[config.mk]
export PLATFORM = sky130hd
export DESIGN_NAME = pps_edge_timestamp_capture_core
export DESIGN_NICKNAME = d
export VERILOG_FILES = /design/src/rtl/ppsts_pkg.sv /design/src/rtl/pps_edge_timestamp_capture_core.sv
export SDC_FILE = /design/constraint.sdc
export NUM_CORES = 2
export LEC_CHECK = 0
export BUFFER_PORTS_ARGS = -buffer_cell sky130_fd_sc_hd__buf_2
export CAP_MARGIN = 5
export CORE_MARGIN = 2
export CORE_UTILIZATION = 55
export CTS_CLUSTER_DIAMETER = 50
export CTS_CLUSTER_SIZE = 40
export DETAILED_ROUTE_END_ITERATION = 10
export MAX_ROUTING_LAYER = met4
export PLACE_DENSITY = 0.76
export SLEW_MARGIN = 20
export SYNTH_ARGS = -nofsm -noshare
export SYNTH_HDL_FRONTEND = slang
export SYNTH_SLANG_ARGS = --single-unit
export TNS_END_PERCENT = 1
[constraint.sdc]
create_clock -name clk -period 18.88 [get_ports clk]
set_input_delay 3.776 -clock clk [delete_from_list [all_inputs] [get_ports clk]]
set_output_delay 3.776 -clock clk [all_outputs]
set_load 0.01 [all_outputs]
[src/rtl/ppsts_pkg.sv]
`default_nettype none

package ppsts_pkg;

    localparam int unsigned CFG_INDEX_W = 3;
    localparam int unsigned CFG_DATA_W  = 64;

    localparam logic [CFG_INDEX_W-1:0] CFG_CAPTURE_MODE      = 3'd0;
    localparam logic [CFG_INDEX_W-1:0] CFG_ASSERT_OFFSET_SEC  = 3'd1;
    localparam logic [CFG_INDEX_W-1:0] CFG_ASSERT_OFFSET_NSEC = 3'd2;
    localparam logic [CFG_INDEX_W-1:0] CFG_CLEAR_OFFSET_SEC   = 3'd3;
    localparam logic [CFG_INDEX_W-1:0] CFG_CLEAR_OFFSET_NSEC  = 3'd4;

    localparam int unsigned MODE_CAPTURE_ASSERT = 0;
    localparam int unsigned MODE_CAPTURE_CLEAR  = 1;
    localparam int unsigned MODE_OFFSET_ASSERT  = 2;
    localparam int unsigned MODE_OFFSET_CLEAR   = 3;

    localparam int unsigned EDGE_ASSERT = 0;
    localparam int unsigned EDGE_CLEAR  = 1;

    localparam logic signed [31:0] ONE_SEC_NS = 32'sd1000000000;
    localparam logic signed [31:0] TWO_SEC_NS = 32'sd2000000000;

    typedef struct packed {
        logic [1:0]         edge_kind;
        logic signed [63:0] stamp_sec;
        logic [29:0]        stamp_nsec;
    } pulse_item_t;

    typedef struct packed {
        logic               captured;
        logic signed [63:0] assert_sec;
        logic [29:0]        assert_nsec;
        logic [31:0]        assert_count;
        logic signed [63:0] clear_sec;
        logic [29:0]        clear_nsec;
        logic [31:0]        clear_count;
        logic [31:0]        event_total;
    } capture_item_t;

    typedef struct packed {
        logic [63:0] sec;
        logic [29:0] nsec;
    } stamp_t;

    // The nanosecond sum lies in [-2^30, 2^31 - 2], so the carry into the
    // seconds is one of -2, -1, 0, 1 or 2.
    function automatic stamp_t add_offset(
        input stamp_t             stamp,
        input logic [63:0]        off_sec,
        input logic signed [30:0] off_nsec
    );
        logic signed [31:0] sum;
        logic signed [31:0] adj;
        logic [31:0]        diff;
        logic [63:0]        carry;
        stamp_t             res;
        sum = $signed({2'b00, stamp.nsec}) + $signed({off_nsec[30], off_nsec});
        if (sum >= TWO_SEC_NS) begin
            adj   = TWO_SEC_NS;
            carry = 64'd2;
        end else if (sum >= ONE_SEC_NS) begin
            adj   = ONE_SEC_NS;
            carry = 64'd1;
        end else if (sum >= 32'sd0) begin
            adj   = 32'sd0;
            carry = 64'd0;
        end else if (sum >= -ONE_SEC_NS) begin
            adj   = -ONE_SEC_NS;
            carry = 64'hFFFF_FFFF_FFFF_FFFF;
        end else begin
            adj   = -TWO_SEC_NS;
            carry = 64'hFFFF_FFFF_FFFF_FFFE;
        end
        diff     = 32'(sum - adj);
        res.nsec = diff[29:0];
        res.sec  = stamp.sec + off_sec + carry;
        return res;
    endfunction

endpackage

`default_nettype wire

[src/rtl/pps_edge_timestamp_capture_core.sv]
// PPS edge timestamp capture.
// Input channel pulse_valid/pulse_ready/pulse carries one pulse event: edge
// flags and a seconds and nanoseconds timestamp. Output channel
// capture_valid/capture_ready/capture returns exactly one item per event with
// the capture registers as they stand after that event.
// Configuration is written through cfg_write, cfg_index and cfg_data while
// the block is idle (the user's duty, unchecked); unknown indexes are ignored.
// The block is a two-stage pipeline: the first stage applies the assert
// offset, the second applies the clear offset and updates the capture
// registers and counters, which drive the output directly.
// capture_valid rises once an accepted item has moved from the first-stage
// register into the output registers. One item is accepted every cycle
// while the receiver keeps capture_ready high.
// When the receiver stalls, the output item holds, the first stage fills,
// and pulse_ready then drops until the output item is taken.
// Reset clears the configuration, the capture registers and all counters.
`default_nettype none

module pps_edge_timestamp_capture_core (
    input  wire logic                                  clk,
    input  wire logic                                  rst_n,
    input  wire logic                                  cfg_write,
    input  wire logic [ppsts_pkg::CFG_INDEX_W-1:0]     cfg_index,
    input  wire logic [ppsts_pkg::CFG_DATA_W-1:0]      cfg_data,
    input  wire logic                                  pulse_valid,
    output      logic                                  pulse_ready,
    input  wire ppsts_pkg::pulse_item_t                pulse,
    output      logic                                  capture_valid,
    input  wire logic                                  capture_ready,
    output      ppsts_pkg::capture_item_t              capture
);

    logic [3:0]         mode_reg;
    logic [63:0]        assert_off_sec_reg;
    logic signed [30:0] assert_off_nsec_reg;
    logic [63:0]        clear_off_sec_reg;
    logic signed [30:0] clear_off_nsec_reg;

    logic                p1_valid_reg;
    logic                p1_assert_reg;
    logic                p1_clear_reg;
    ppsts_pkg::stamp_t   p1_stamp_reg;
    logic                p1_assert_next;
    logic                p1_clear_next;
    ppsts_pkg::stamp_t   p1_stamp_next;
    ppsts_pkg::stamp_t   raw_stamp;

    logic                out_valid_reg;
    logic                captured_reg;
    ppsts_pkg::stamp_t   assert_stamp_reg;
    logic [31:0]         assert_count_reg;
    ppsts_pkg::stamp_t   clear_stamp_reg;
    logic [31:0]         clear_count_reg;
    logic [31:0]         total_reg;
    ppsts_pkg::stamp_t   clear_stamp_next;

    logic out_free;
    logic p1_advance;
    logic pulse_accept;

    assign out_free     = !out_valid_reg || capture_ready;
    assign p1_advance   = p1_valid_reg && out_free;
    assign pulse_ready  = !p1_valid_reg || out_free;
    assign pulse_accept = pulse_valid && pulse_ready;

    always_ff @(posedge clk or negedge rst_n)
    begin
        if (!rst_n)
        begin
            mode_reg            <= '0;
            assert_off_sec_reg  <= '0;
            assert_off_nsec_reg <= '0;
            clear_off_sec_reg   <= '0;
            clear_off_nsec_reg  <= '0;
        end
        else if (cfg_write)
        begin
            case (cfg_index)
                ppsts_pkg::CFG_CAPTURE_MODE:       mode_reg            <= cfg_data[3:0];
                ppsts_pkg::CFG_ASSERT_OFFSET_SEC:  assert_off_sec_reg  <= cfg_data;
                ppsts_pkg::CFG_ASSERT_OFFSET_NSEC: assert_off_nsec_reg <= $signed(cfg_data[30:0]);
                ppsts_pkg::CFG_CLEAR_OFFSET_SEC:   clear_off_sec_reg   <= cfg_data;
                ppsts_pkg::CFG_CLEAR_OFFSET_NSEC:  clear_off_nsec_reg  <= $signed(cfg_data[30:0]);
                default:
                begin
                end
            endcase
        end
    end

    // First stage: decide which edges are captured and apply the assert offset.
    always_comb
    begin
        raw_stamp.sec  = pulse.stamp_sec;
        raw_stamp.nsec = pulse.stamp_nsec;
        p1_assert_next = pulse.edge_kind[ppsts_pkg::EDGE_ASSERT]
                         && mode_reg[ppsts_pkg::MODE_CAPTURE_ASSERT];
        p1_clear_next  = pulse.edge_kind[ppsts_pkg::EDGE_CLEAR]
                         && mode_reg[ppsts_pkg::MODE_CAPTURE_CLEAR];
        if (p1_assert_next && mode_reg[ppsts_pkg::MODE_OFFSET_ASSERT])
        begin
            p1_stamp_next = ppsts_pkg::add_offset(raw_stamp, assert_off_sec_reg,
                                                  assert_off_nsec_reg);
        end
        else
        begin
            p1_stamp_next = raw_stamp;
        end
    end

    always_ff @(posedge clk or negedge rst_n)
    begin
        if (!rst_n)
        begin
            p1_valid_reg <= 1'b0;
        end
        else if (pulse_ready)
        begin
            p1_valid_reg <= pulse_valid;
        end
    end

    always_ff @(posedge clk)
    begin
        if (pulse_accept)
        begin
            p1_assert_reg <= p1_assert_next;
            p1_clear_reg  <= p1_clear_next;
            p1_stamp_reg  <= p1_stamp_next;
        end
    end

    // Second stage: apply the clear offset on top of the first-stage stamp.
    always_comb
    begin
        if (mode_reg[ppsts_pkg::MODE_OFFSET_CLEAR])
        begin
            clear_stamp_next = ppsts_pkg::add_offset(p1_stamp_reg, clear_off_sec_reg,
                                                     clear_off_nsec_reg);
        end
        else
        begin
            clear_stamp_next = p1_stamp_reg;
        end
    end

    always_ff @(posedge clk or negedge rst_n)
    begin
        if (!rst_n)
        begin
            out_valid_reg    <= 1'b0;
            captured_reg     <= 1'b0;
            assert_stamp_reg <= '0;
            assert_count_reg <= '0;
            clear_stamp_reg  <= '0;
            clear_count_reg  <= '0;
            total_reg        <= '0;
        end
        else
        begin
            if (out_free)
            begin
                out_valid_reg <= p1_valid_reg;
            end
            if (p1_advance)
            begin
                captured_reg <= p1_assert_reg || p1_clear_reg;
                if (p1_assert_reg)
                begin
                    assert_stamp_reg <= p1_stamp_reg;
                    assert_count_reg <= assert_count_reg + 32'd1;
                end
                if (p1_clear_reg)
                begin
                    clear_stamp_reg <= clear_stamp_next;
                    clear_count_reg <= clear_count_reg + 32'd1;
                end
                if (p1_assert_reg || p1_clear_reg)
                begin
                    total_reg <= total_reg + 32'd1;
                end
            end
        end
    end

    assign capture_valid        = out_valid_reg;
    assign capture.captured     = captured_reg;
    assign capture.assert_sec   = $signed(assert_stamp_reg.sec);
    assign capture.assert_nsec  = assert_stamp_reg.nsec;
    assign capture.assert_count = assert_count_reg;
    assign capture.clear_sec    = $signed(clear_stamp_reg.sec);
    assign capture.clear_nsec   = clear_stamp_reg.nsec;
    assign capture.clear_count  = clear_count_reg;
    assign capture.event_total  = total_reg;

    a_total_tracks_captured: assert property (
        @(posedge clk) disable iff (!rst_n)
        p1_advance |=> (total_reg == $past(total_reg) + {31'd0, captured_reg})
    ) else $error("event total does not follow the captured flag");

    a_captured_matches_counts: assert property (
        @(posedge clk) disable iff (!rst_n)
        p1_advance |=> (captured_reg == ((assert_count_reg != $past(assert_count_reg))
                                         || (clear_count_reg != $past(clear_count_reg))))
    ) else $error("captured flag disagrees with the sequence counts");

    a_assert_nsec_normalized: assert property (
        @(posedge clk) disable iff (!rst_n)
        (pulse_accept && p1_assert_next && mode_reg[ppsts_pkg::MODE_OFFSET_ASSERT])
        |=> ($signed({2'b00, p1_stamp_reg.nsec}) < ppsts_pkg::ONE_SEC_NS)
    ) else $error("assert nanoseconds left unnormalized after offset");

    a_stage_holds_on_stall: assert property (
        @(posedge clk) disable iff (!rst_n)
        (p1_valid_reg && !out_free) |=> (p1_valid_reg && $stable(p1_stamp_reg))
    ) else $error("first stage item lost while output stalled");

endmodule

`default_nettype wire
==> flow_summary_export.csv <==
group,metric,value,unit
worst_setup_path,arrival,12.96,ns
worst_setup_path,cp.required,19.23,ns
floorplanning,dieHeight,265.8,um
power_and_ir_drop,vdd.ir_drop.worst,87.18,uV
drt,wire_per_inst,22.49,um
placement,dp_hpwl,89420,um
worst_setup_path,worst-setup-path-type,"in -> reg",
logic_synthesis,syn-cell-area,37700,um^2
cts,cts-resized-gates,0,
global_route,wire_length_of_the_first_global_routing_pass,178600,um
outcome,outcome,"finished clean",
cts,tritoncts_num_sinks,577,
floorplanning,fp-row-count,95,
sta,post_route_clock_skew,0.03473,ns
cts,post_cts.repair.setup_buffers,0,
drt,route.met3.wl,9832,um
floorplanning,starting_utilization_of_the_core_area,55.84,%
floorplanning,fp.dieW,265.8,um
sta,final-hold-violation-count,0,
placement,postPlaceCellArea,40850,um^2
sta,grt_setup_unrepaired,"false",
cts,clk_latency,0.64,ns
worst_setup_path,worstSetupStartpointType,"input pin",
cts,cts_tree,"done",
drt,detail_route.vias_per_cell,5.995,
worst_setup_path,path_delay_family,"compound AO/OA/AOI/OAI gates",
cts,buffer_depth_of_the_longest_clock_path,3,
worst_setup_path,worst_path_largest_cell_delay,0.84,ns
drt,drt_first_pass_iters,5,
drt,first_iter_violations,2597,
global_route,grt.total_usage,33.97,%
sta,slew_headroom,22.70,%
logic_synthesis,number_of_flops_mapped_to_enable_cells_by_yosys,96,
logic_synthesis,syn-instance-count,3844,
sta,finalSetupViolCount,0,
layout,most-common-layout-cells,"617 x sky130_fd_sc_hd__nand2_1, 480 x sky130_fd_sc_hd__dfrtp_1, 453 x sky130_fd_sc_hd__buf_2, 292 x sky130_fd_sc_hd__o21ai_0, 260 x sky130_fd_sc_hd__a21oi_1",
layout,layout-area-overhead-vs-synth,15.55,%
worst_setup_path,most_used_cell_cp,"sky130_fd_sc_hd__o21ai_0",
logic_synthesis,synth_seq_cells,577,
global_route,grt_antenna_before_repair,22,
logic_synthesis,synth.avg_cell_area,9.807,um^2
drt,top_layer,"met4",
global_route,grt.overflow.total,0,
cts,ctsHoldBuffers,0,
worst_setup_path,setup.worst_path.end_class,"flip-flop",
logic_synthesis,synth_async_sr_flop_share,83.36,%
drt,wl_met1,50500,um
logic_synthesis,synth-main-ff-cell,"sky130_fd_sc_hd__dfrtp_1",
cts,ctsHtreeMaxLevel,3,
global_route,via_count_of_the_first_global_routing_pass,30260,
sta,finalCriticalPeriod,12.61,ns
worst_setup_path,crit_buf_inv,4,
logic_synthesis,mappedNetlistNets,4369,
logic_synthesis,synth_cell_type_count,90,
min_path,timing.hold.worst.class,"reg -> reg",
cts,root_buffer,"sky130_fd_sc_hd__clkbuf_16",
floorplanning,coreArea,67510,um^2
layout,post_layout_instance_area,43560,um^2
drt,routed-via-count,31230,
drt,postRouteAntennaNets,0,
job,drv_cap,0,
power_and_ir_drop,power.density,172.7,nW/um^2
logic_synthesis,yosysWarnings,0,
placement,port_buffers,454,
layout,area.sequential,14920,um^2
drt,post-route-drc-count,0,
floorplanning,ioPinCount,455,
drt,routed_wl,117200,um
sta,fmax,0.07929,GHz
cts,clkSlewWorstSetupHoldPaths,0.08,ns
sta,worstMarginPinSlew,1.159,ns
layout,final_layout_size_suffix_gt1_share,19.53,%
sta,fin_crit_sh,66.80,%
cts,cts_buffer_count,72,
worst_setup_path,max_fo_critical_path,60,
logic_synthesis,yosysSeqAreaShare,39.58,%
drt,dr_wl_met2,52760,um
placement,routabilityCongestion,0.9727,
floorplanning,dieArea,70650,um^2
global_route,grt_max_degree,114,
worst_setup_path,cpMaxStageDelayCell,"sky130_fd_sc_hd__a2111oi_0",
sta,setup_tns,0,ns
layout,final_common_cell,"sky130_fd_sc_hd__nand2_1",
layout,largest_register_ffs,188,
sta,timing.final.max_slew_violations,0,
layout,final.fill_count,5522,
layout,fin_nets,4787,
layout,multiInputGateArea,21860,um^2
power_and_ir_drop,total_leakage_power,21.02,nW
[layout make-up]
class / count / share of cell area [%]
multi-input cells: 2998 / 50.18
flip-flops and latches: 577 / 34.26
repair buffers: 481 / 5.704
clock buffers: 79 / 4.366
well taps: 873 / 2.507
clock inverters: 55 / 1.769
inverters: 132 / 1.137
diodes: 14 / 0.08042
[layer usage]
layer  track usage, %  vias up
li1                 -    14540
met1            45.64    15290
met2            51.36     1200
met3            6.747      206
met4            12.37        0
met5                -        -
[worst paths after layout]
path                       depth (start not counted)                             from  slack (ns)                            endpoint
setup / recovery                                  32                         pulse[4]        6.27          p1_stamp_reg[73]$_DFFE_PP_
hold / removal                                     1  clear_count_reg[31]$_DFFE_PN0P_        0.47     clear_count_reg[31]$_DFFE_PN0P_
setup reg to reg                                  31       p1_stamp_reg[11]$_DFFE_PP_        9.10            capture[151]$_DFFE_PN0P_
hold reg to reg                                    1  clear_count_reg[31]$_DFFE_PN0P_        0.47     clear_count_reg[31]$_DFFE_PN0P_
max in group asynchronous                          4                            rst_n       12.86  assert_off_sec_reg[25]$_DFFE_PN0P_
min in group asynchronous                          1                            rst_n        3.19           total_reg[25]$_DFFE_PN0P_
[per-stage QoR]
| stage | utilization [%] | worst slack, ns | power [W] | hold WS (ns) | cells |
|---|---|---|---|---|---|
| after detailed placement | 60.51 | 5.820 | 0.005945 | 0.4575 | 5061 |
| after floorplan | - | 1.125 | 0.004831 | 0.4510 | 3844 |
| final | 64.52 | 6.269 | 0.007522 | 0.4651 | 5209 |
| after CTS | 64.47 | 6.484 | 0.007487 | 0.4725 | 5195 |
| after global routing | 64.52 | 5.821 | 0.008089 | 0.4867 | 5208 |
| after global placement | 60.51 | 5.984 | 0.005890 | 0.4527 | 5061 |
[synthesized netlist by cell type (all sizes together), types with 13 or more instances]
master	count	area [um^2]
nand2	618	2320
buf	13	55.06
and2	24	152.6
xnor2	183	1603
o31ai	23	191.4
a211oi	29	222.7
dfrtp	481	12040
a21oi	261	1310
nand2b	33	206.5
a31oi	24	150.1
nor2b	22	137.6
o21a	21	165.1
xor2	98	858.3
clkbuf	124	465.5
edfxtp	96	2883
nand4	42	262.8
or3	15	93.84
fa	132	2643
nand3	84	420.4
inv	132	495.5
ha	225	2815
mux2	187	2106
a21o	134	1006
a211o	18	157.7
mux2i	47	470.5
nor3	33	170.2
o21ai	299	1496
nor2	180	675.7
and3	59	369.1
o21bai	34	255.2
[where the power goes]
group	switching, W	internal (W)	leakage [nW]
Clock	0.000684	0.000824	1.29
Sequential	0.000232	0.00156	6.91
Combinational	0.00247	0.00175	12.8
Total	0.00339	0.00413	21.0
[logic make-up (layout without fill, tap and decap cells)]
group,Yosys count,count (layout),synth area share [%]
other cells,0,14,0
fa+ha+maj,361,361,14.59
mux,234,234,6.834
flops,577,577,39.58
compound gates,957,957,15.86
buf+inv,269,747,2.695
xor+xnor,281,281,6.528
simple gates,1165,1165,13.92
Power figures use the tool's default switching activity.
